$ cat config.mk
export PLATFORM = sky130hd
export DESIGN_NAME = dda_line_rasterizer_flat
export DESIGN_NICKNAME = d
export VERILOG_FILES = /design/src/rtl/dda_pkg.sv /design/src/rtl/dda_if.sv /design/src/rtl/dda_div.sv /design/src/rtl/dda_line_rasterizer.sv /design/src/flat_wrapper.sv
export SDC_FILE = /design/constraint.sdc
export NUM_CORES = 1
export LEC_CHECK = 0
export BUFFER_PORTS_ARGS = -buffer_cell sky130_fd_sc_hd__buf_4
export CORE_MARGIN = 3
export CORE_UTILIZATION = 40
export CTS_BUF_LIST = sky130_fd_sc_hd__clkbuf_8
export DETAILED_ROUTE_END_ITERATION = 8
export PLACE_DENSITY = 0.55
export SETUP_SLACK_MARGIN = 0.02
export SLEW_MARGIN = 10
export SYNTH_ARGS = -nofsm -noshare
export SYNTH_HDL_FRONTEND = slang
export SYNTH_HIERARCHICAL = 1
export SYNTH_SLANG_ARGS = --single-unit
$ cat constraint.sdc
create_clock -name clock -period 12.6 [get_ports clock]
set_clock_uncertainty 0.2 [all_clocks]
set_input_delay 0 -clock clock [delete_from_list [all_inputs] [get_ports clock]]
set_output_delay 0 -clock clock [all_outputs]
set_load 0.1 [all_outputs]
$ cat src/rtl/dda_pkg.sv
// Shared opcodes and divider control/status types for the DDA rasterizer.
// No dependencies.
package dda_pkg;

   // request opcodes
   localparam logic OP_START = 1'b0;
   localparam logic OP_TICK  = 1'b1;

   // command from the pixel stepper to the increment divider
   typedef struct packed {
      logic start;
      logic neg_x;
      logic neg_y;
   } div_ctl_type;

   // divider status back to the stepper
   typedef struct packed {
      logic busy;
      logic done;
   } div_stat_type;

endpackage

$ cat src/rtl/dda_if.sv
// Valid/ready channel interfaces for rasterizer requests and pixel responses.
// No dependencies.
interface dda_req_if #(parameter int COORD_BITS = 12);
   logic                  valid;
   logic                  ready;
   logic                  opcode;
   logic [COORD_BITS-1:0] start_x;
   logic [COORD_BITS-1:0] start_y;
   logic [COORD_BITS-1:0] end_x;
   logic [COORD_BITS-1:0] end_y;

   modport source (output valid, opcode, start_x, start_y, end_x, end_y, input ready);
   modport sink (input valid, opcode, start_x, start_y, end_x, end_y, output ready);
endinterface

interface dda_rsp_if #(parameter int COORD_BITS = 12);
   logic                  valid;
   logic                  ready;
   logic [COORD_BITS-1:0] pixel_x;
   logic [COORD_BITS-1:0] pixel_y;
   logic                  last_pixel;

   modport source (output valid, pixel_x, pixel_y, last_pixel, input ready);
   modport sink (input valid, pixel_x, pixel_y, last_pixel, output ready);
endinterface

$ cat src/rtl/dda_div.sv
// Bit-serial restoring divider producing both per-axis DDA increments.
// Depends on dda_pkg (div_ctl_type, div_stat_type).
module dda_div #(
   parameter int COORD_BITS = 12,
   parameter int FRAC_BITS  = 26
) (
   input  logic                    clock,
   input  logic                    reset,
   input  dda_pkg::div_ctl_type    ctl,
   input  logic [COORD_BITS-1:0]   step,
   input  logic [COORD_BITS-1:0]   mag_x,
   input  logic [COORD_BITS-1:0]   mag_y,
   output dda_pkg::div_stat_type   stat,
   output logic [FRAC_BITS+1:0]    inc_x,
   output logic [FRAC_BITS+1:0]    inc_y
);
   localparam int REM_W = COORD_BITS + 1;
   localparam int QUO_W = FRAC_BITS + 1;
   localparam int INC_W = FRAC_BITS + 2;
   localparam int CNT_W = $clog2(QUO_W + 1);
   localparam logic [CNT_W-1:0] LAST_CNT = CNT_W'(QUO_W);

   logic                  busy_ff, busy_in;
   logic [CNT_W-1:0]      cnt_ff, cnt_in;
   logic [COORD_BITS-1:0] step_ff;
   logic [REM_W-1:0]      rem_x_ff, rem_y_ff;
   logic [QUO_W-1:0]      quo_x_ff, quo_y_ff;
   logic                  neg_x_ff, neg_y_ff;

   logic [REM_W-1:0] step_ext, dif_x, dif_y;
   logic             bit_x, bit_y, iterate, done;

   // one quotient bit per cycle for each lane, shared divisor
   always_comb begin
      step_ext = {1'b0, step_ff};
      bit_x    = rem_x_ff >= step_ext;
      bit_y    = rem_y_ff >= step_ext;
      dif_x    = bit_x ? rem_x_ff - step_ext : rem_x_ff;
      dif_y    = bit_y ? rem_y_ff - step_ext : rem_y_ff;
      iterate  = busy_ff && (cnt_ff != LAST_CNT);
      done     = busy_ff && (cnt_ff == LAST_CNT);
   end

   // sequencing
   always_comb begin
      busy_in = busy_ff;
      cnt_in  = cnt_ff;
      if (ctl.start) begin
         busy_in = 1'b1;
         cnt_in  = '0;
      end else if (done) begin
         busy_in = 1'b0;
      end else if (iterate) begin
         cnt_in = cnt_ff + 1'b1;
      end
   end

   always_ff @(posedge clock) begin
      if (reset) begin
         busy_ff <= 1'b0;
         cnt_ff  <= '0;
      end else begin
         busy_ff <= busy_in;
         cnt_ff  <= cnt_in;
      end
   end

   // remainder and quotient shift registers
   always_ff @(posedge clock) begin
      if (ctl.start) begin
         step_ff  <= step;
         rem_x_ff <= {1'b0, mag_x};
         rem_y_ff <= {1'b0, mag_y};
         neg_x_ff <= ctl.neg_x;
         neg_y_ff <= ctl.neg_y;
      end else if (iterate) begin
         rem_x_ff <= {dif_x[REM_W-2:0], 1'b0};
         rem_y_ff <= {dif_y[REM_W-2:0], 1'b0};
         quo_x_ff <= {quo_x_ff[QUO_W-2:0], bit_x};
         quo_y_ff <= {quo_y_ff[QUO_W-2:0], bit_y};
      end
   end

   // rising direction rounds up, falling direction negates the floor
   always_comb begin
      if (neg_x_ff) inc_x = INC_W'(0) - {1'b0, quo_x_ff};
      else          inc_x = {1'b0, quo_x_ff} + INC_W'(rem_x_ff != '0);
      if (neg_y_ff) inc_y = INC_W'(0) - {1'b0, quo_y_ff};
      else          inc_y = {1'b0, quo_y_ff} + INC_W'(rem_y_ff != '0);
      stat.busy = busy_ff;
      stat.done = done;
   end

endmodule

$ cat src/rtl/dda_line_rasterizer.sv
// DDA line rasterizer top level: pixel stepper, accumulators, output register.
// Depends on dda_pkg, dda_if (dda_req_if, dda_rsp_if) and dda_div.
//
//   channel   dir   handshake          payload
//   req_ch    in    valid/ready        opcode, start_x, start_y, end_x, end_y
//   rsp_ch    out   valid/ready        pixel_x, pixel_y, last_pixel
//
// A tick does one add per axis into the accumulators.
// A start shows its first pixel the next cycle; a line of nonzero length then
// holds off requests while the divider produces one quotient bit per cycle
// for both axes. A zero-length start does not run the divider.
// Reset is synchronous and leaves the block idle with no line active.
// A pending response that is not taken stalls further requests.
module dda_line_rasterizer #(
   parameter int COORD_BITS = 12,
   parameter int FRAC_BITS  = 26
) (
   input logic       clock,
   input logic       reset,
   dda_req_if.sink   req_ch,
   dda_rsp_if.source rsp_ch
);
   localparam int ACC_W = COORD_BITS + FRAC_BITS;
   localparam int INC_W = FRAC_BITS + 2;

   logic                  active_ff, active_in;
   logic                  out_valid_ff, out_valid_in;
   logic [COORD_BITS-1:0] steps_ff, steps_in;
   logic [ACC_W-1:0]      x_acc_ff, y_acc_ff;
   logic [INC_W-1:0]      x_inc_ff, y_inc_ff;
   logic [COORD_BITS-1:0] out_x_ff, out_y_ff;
   logic                  out_last_ff;

   logic                  req_ready, accept, do_start, do_tick, produce;
   logic [COORD_BITS-1:0] adx, ady, step, steps_dec;
   logic [ACC_W-1:0]      sum_x, sum_y;
   logic [INC_W-1:0]      div_inc_x, div_inc_y;
   dda_pkg::div_ctl_type  div_ctl;
   dda_pkg::div_stat_type div_stat;

   // handshake
   always_comb begin
      req_ready = !div_stat.busy && (!out_valid_ff || rsp_ch.ready);
      accept    = req_ch.valid && req_ready;
      do_start  = accept && (req_ch.opcode == dda_pkg::OP_START);
      do_tick   = accept && (req_ch.opcode == dda_pkg::OP_TICK) && active_ff;
      produce   = do_start || do_tick;
   end

   // line length and direction on start
   always_comb begin
      adx  = (req_ch.end_x >= req_ch.start_x) ? req_ch.end_x - req_ch.start_x
                                              : req_ch.start_x - req_ch.end_x;
      ady  = (req_ch.end_y >= req_ch.start_y) ? req_ch.end_y - req_ch.start_y
                                              : req_ch.start_y - req_ch.end_y;
      step = (adx > ady) ? adx : ady;
      div_ctl.start = do_start && (step != '0);
      div_ctl.neg_x = req_ch.end_x < req_ch.start_x;
      div_ctl.neg_y = req_ch.end_y < req_ch.start_y;
   end

   // accumulate with sign-extended increments
   always_comb begin
      sum_x     = x_acc_ff + {{(ACC_W-INC_W){x_inc_ff[INC_W-1]}}, x_inc_ff};
      sum_y     = y_acc_ff + {{(ACC_W-INC_W){y_inc_ff[INC_W-1]}}, y_inc_ff};
      steps_dec = steps_ff - 1'b1;
   end

   // control next state
   always_comb begin
      active_in    = active_ff;
      steps_in     = steps_ff;
      out_valid_in = out_valid_ff;
      if (out_valid_ff && rsp_ch.ready) out_valid_in = 1'b0;
      if (produce) out_valid_in = 1'b1;
      if (do_start) begin
         active_in = step != '0;
         steps_in  = step;
      end else if (do_tick) begin
         active_in = steps_dec != '0;
         steps_in  = steps_dec;
      end
   end

   always_ff @(posedge clock) begin
      if (reset) begin
         active_ff    <= 1'b0;
         out_valid_ff <= 1'b0;
         steps_ff     <= '0;
      end else begin
         active_ff    <= active_in;
         out_valid_ff <= out_valid_in;
         steps_ff     <= steps_in;
      end
   end

   // accumulators and response register
   always_ff @(posedge clock) begin
      if (do_start) begin
         x_acc_ff    <= {req_ch.start_x, {FRAC_BITS{1'b0}}};
         y_acc_ff    <= {req_ch.start_y, {FRAC_BITS{1'b0}}};
         out_x_ff    <= req_ch.start_x;
         out_y_ff    <= req_ch.start_y;
         out_last_ff <= step == '0;
      end else if (do_tick) begin
         x_acc_ff    <= sum_x;
         y_acc_ff    <= sum_y;
         out_x_ff    <= sum_x[ACC_W-1 -: COORD_BITS];
         out_y_ff    <= sum_y[ACC_W-1 -: COORD_BITS];
         out_last_ff <= steps_dec == '0;
      end
      if (div_stat.done) begin
         x_inc_ff <= div_inc_x;
         y_inc_ff <= div_inc_y;
      end
   end

   dda_div #(
      .COORD_BITS (COORD_BITS),
      .FRAC_BITS  (FRAC_BITS)
   ) u_div (
      .clock (clock),
      .reset (reset),
      .ctl   (div_ctl),
      .step  (step),
      .mag_x (adx),
      .mag_y (ady),
      .stat  (div_stat),
      .inc_x (div_inc_x),
      .inc_y (div_inc_y)
   );

   // port drive
   assign req_ch.ready      = req_ready;
   assign rsp_ch.valid      = out_valid_ff;
   assign rsp_ch.pixel_x    = out_x_ff;
   assign rsp_ch.pixel_y    = out_y_ff;
   assign rsp_ch.last_pixel = out_last_ff;

endmodule

$ cat src/flat_wrapper.sv
// flat-port wrapper written by rule: the top's interface ports become plain ports
module dda_line_rasterizer_flat 
#(
   parameter int COORD_BITS = 12,
   parameter int FRAC_BITS  = 26
)
  (clock, reset, req_ch_valid, req_ch_opcode, req_ch_start_x, req_ch_start_y, req_ch_end_x, req_ch_end_y, req_ch_ready, rsp_ch_valid, rsp_ch_pixel_x, rsp_ch_pixel_y, rsp_ch_last_pixel, rsp_ch_ready);
  dda_req_if #(.COORD_BITS(COORD_BITS)) req_ch_i ();
  dda_rsp_if #(.COORD_BITS(COORD_BITS)) rsp_ch_i ();
  input logic clock;
  input logic reset;
  input wire logic [$bits(req_ch_i.valid)-1:0] req_ch_valid;
  input wire logic [$bits(req_ch_i.opcode)-1:0] req_ch_opcode;
  input wire logic [$bits(req_ch_i.start_x)-1:0] req_ch_start_x;
  input wire logic [$bits(req_ch_i.start_y)-1:0] req_ch_start_y;
  input wire logic [$bits(req_ch_i.end_x)-1:0] req_ch_end_x;
  input wire logic [$bits(req_ch_i.end_y)-1:0] req_ch_end_y;
  output wire logic [$bits(req_ch_i.ready)-1:0] req_ch_ready;
  output wire logic [$bits(rsp_ch_i.valid)-1:0] rsp_ch_valid;
  output wire logic [$bits(rsp_ch_i.pixel_x)-1:0] rsp_ch_pixel_x;
  output wire logic [$bits(rsp_ch_i.pixel_y)-1:0] rsp_ch_pixel_y;
  output wire logic [$bits(rsp_ch_i.last_pixel)-1:0] rsp_ch_last_pixel;
  input wire logic [$bits(rsp_ch_i.ready)-1:0] rsp_ch_ready;
  assign req_ch_i.valid = req_ch_valid;
  assign req_ch_i.opcode = req_ch_opcode;
  assign req_ch_i.start_x = req_ch_start_x;
  assign req_ch_i.start_y = req_ch_start_y;
  assign req_ch_i.end_x = req_ch_end_x;
  assign req_ch_i.end_y = req_ch_end_y;
  assign req_ch_ready = req_ch_i.ready;
  assign rsp_ch_valid = rsp_ch_i.valid;
  assign rsp_ch_pixel_x = rsp_ch_i.pixel_x;
  assign rsp_ch_pixel_y = rsp_ch_i.pixel_y;
  assign rsp_ch_last_pixel = rsp_ch_i.last_pixel;
  assign rsp_ch_i.ready = rsp_ch_ready;
  dda_line_rasterizer #(.COORD_BITS(COORD_BITS), .FRAC_BITS(FRAC_BITS)) u_core (.clock(clock), .reset(reset), .req_ch(req_ch_i), .rsp_ch(rsp_ch_i));
endmodule
==> results_dict.tcl <==
set metrics [dict create \
    status "finished, final reports clean" \
    synth_warnings 6 \
    ctsResizeCount 0 \
    hpwlAfterDp_um 42900 \
    start_kind "input port" \
    clkSlewWorstSetupHoldPaths_ps 60 \
    syn_nets 2409 \
    slowest_delay_ps 880 \
    ios 80 \
    htree_levels 2 \
    cts_buffers 50 \
    final_cells 2991 \
    crit_chain "dlygate4sd3_1 -> buf_4 -> inv_1 -> ha_1 -> nand4_1 -> nor4_2 -> nor4b_4 -> a21o_1 -> mux2i_1 -> xnor2_1 -> ha_1 -> a21oi_1 -> o21ai_0 -> o31ai_2 -> o21ai_0 -> a221oi_2 -> o2111ai_2 -> and2_2 -> nor2_4 -> buf_4" \
    hold_ws_ps 74.5 \
    layout-drive-gt1-share 0.103 \
    clkSinkCount 271 \
    grt_pass1_vias 16300 \
    setup_violations 0 \
    drtIter0Drc 1185 \
    synth_area_mm2 0.0198 \
    timing.final.ws_setup_ps 5990 \
    hold_violations 0 \
    period_minus_slack_ps 6610 \
    seq_area_frac_synth 0.373 \
    syn_to_final_growth_pct 13.3 \
    cp.arrival_ps 6630 \
    synth_ff_type "edfxtp_1" \
    cts_root_buf "clkbuf_8" \
    synth-async-reset-ratio 0 \
    drc_errors 0 \
    power_mw 3.27 \
    fmax_ghz 0.151 \
    r2r_cells 10 \
    synth_area_leaders "edfxtp_1 (30%), ha_1 (10%), dfxtp_1 (7.5%)" \
    tightest_slew_ps 991 \
    vias 16700 \
    die_h_um 229 \
    crit_required_ps 12620 \
    final_nets 2511 \
    yosys_register_bits 271 \
    clockBufferDepth 3 \
    rsz0062_at_grt "false" \
    antenna_found_initial 3 \
    synth_edf_count 197 \
    yosys.area.top_type_share 0.298 \
    synth.distinct_cells 106 \
    gp_congestion 0.890 \
    numPortBuffers 79 \
    dieWidth_um 229 \
    start_util 0.405 \
    diodes 0 \
    yosys.area.top_type "edfxtp_1" \
    cts_hold_buf 39 \
    clock_latency_ps 640 \
    grt_max_degree 68 \
    slew-limit-headroom 0.335 \
    worstSetupPathType "input port to flip-flop" \
    dp_cells 2857 \
    syn_inst 2183 \
    wl_um 57300 \
    grt_pass1_wl_um 89900 \
    p_per_area_mw_per_mm2 146 \
    cp_slowest_cell "o31ai_2" \
    core_mm2 0.0490 \
    cts_tree "yes" \
    drtPass1Iterations 5 \
    syn_area_per_cell_um2 9.09 \
    p_leak_nw 9.11 \
    synth_most_common_cell "nand2_1" \
    die_area_mm2 0.0523 \
    min_delay_path_depth 3 \
    worst-path-max-fanout 54 \
    rows 81 \
    grtUsageTotal 0.215 \
    vias_per_cell 5.58 \
    wl_per_cell_um 19.1 \
    setup.worst_path.end_class "flip-flop" \
    hold_path.class "input port to flip-flop" \
    netlist_top_cells_count "nand2_1 (220), edfxtp_1 (197), o21ai_0 (196)" \
    place_ws_ps 5890 \
    finalSetupTns_ps 0 \
    final_max_slew_viol_count 0 \
    cts_setup_buffers 0 \
    antenna_left 0 \
    finalCritPeriodShare 0.525 \
    peakVddDrop_uv 80.8 \
    gr-total-overflow 0 \
    maxCapViolations 0 \
]
==> registers in the layout, summed over array words and instances (netlist names) <==
name / count
u_core/active_ff: 1
u_core/rsp_ch.last_pixel: 1
u_core/rsp_ch.pixel_x: 12
u_core/rsp_ch.pixel_y: 12
u_core/rsp_ch.valid: 1
u_core/steps_ff: 12
u_core/u_div/busy_ff: 1
u_core/u_div/cnt_ff: 5
u_core/u_div/neg_x_ff: 1
u_core/u_div/neg_y_ff: 1
u_core/u_div/quo_x_ff: 27
u_core/u_div/quo_y_ff: 27
u_core/u_div/rem_x_ff: 13
u_core/u_div/rem_y_ff: 13
u_core/u_div/step_ff: 12
u_core/x_acc_ff: 38
u_core/x_inc_ff: 28
u_core/y_acc_ff: 38
u_core/y_inc_ff: 28
==> cell type report <==
class,instances,area [um2]
Multi-Input combinational cell,1696,11600
Timing Repair Buffer,130,1080
Clock buffer,63,867
Clock inverter,31,180
Tap cell,664,831
Fill cell,4739,26500
Sequential cell,271,7400
Inverter,136,510
==> metal layers <==
metal,up-vias,track usage,share of wire
met4,4,0.0661,0.027
met5,-,0,0.00037
met2,404,0.352,0.46
li1,8231,-,-
met3,81,0.0374,0.052
met1,7955,0.289,0.46
==> cells by family after synthesis <==
group                    share of synthesized area
flip-flops                                   0.373
buffers and inverters                       0.0437
AO/OA/AOI/OAI                                0.215
XOR/XNOR                                    0.0688
adder cells (fa/ha/maj)                      0.112
AND/OR/NAND/NOR                              0.167
multiplexers                                0.0208
==> where the power goes <==
group          switching, mW  internal [mW]  total (mW)
combinational          0.764          0.468        1.23
sequential            0.0694           1.09        1.16
clock                  0.392          0.490       0.882
==> path summary, 6_finish.rpt <==
| check | start | to | slack [ps] |
|---|---|---|---|
| worst max-delay path | req_ch_start_y[7] | u_core/u_div/quo_y_ff[18] | 5990 |
| worst min-delay path | reset | u_core/steps_ff[4] | 70 |
| worst max register to register | u_core/rsp_ch.valid | u_core/u_div/rem_y_ff[4] | 8100 |
| worst min register to register | u_core/y_acc_ff[4] | u_core/y_acc_ff[4] | 260 |
==> layout by cell type (no fill, tap or decap), drive strengths merged, types with 9 or more instances in the layout <==
| cell | n |
|---|---|
| clkinv | 12 |
| a21boi | 11 |
| dlygate4sd3 | 39 |
| xnor2 | 95 |
| nor4 | 13 |
| o21a | 21 |
| nor2b | 20 |
| o211ai | 17 |
| a21o | 55 |
| nand3 | 60 |
| and3 | 25 |
| edfxtp | 197 |
| a221oi | 13 |
| o21ai | 200 |
| a31oi | 17 |
| nor2 | 127 |
| and2 | 29 |
| o31ai | 15 |
| nand2 | 222 |
| mux2i | 30 |
| inv | 153 |
| or2 | 11 |
| or4 | 9 |
| clkbuf | 63 |
| buf | 91 |
| a211oi | 30 |
| mux2 | 10 |
| dfxtp | 74 |
| nand4 | 25 |
| a21oi | 175 |
| o21bai | 18 |
| xor2 | 61 |
| ha | 165 |
| or3 | 22 |
| nor3 | 46 |
| nand2b | 30 |
| o22ai | 11 |
==> stage by stage <==
step	instance area, um2	utilization
floorplan	19800	-
global placement	21000	0.430
detailed placement	21000	0.430
CTS	22500	0.459
global route	22500	0.459
finish	22500	0.459
==> critical path, delay by kind of cell <==
family,cells,cell delay [ps]
xor+xnor,1,420
simple gates,5,1310
buf+inv,4,1270
mux,1,210
fa+ha+maj,2,840
compound gates,7,2530
Power figures use the tool's default switching activity.
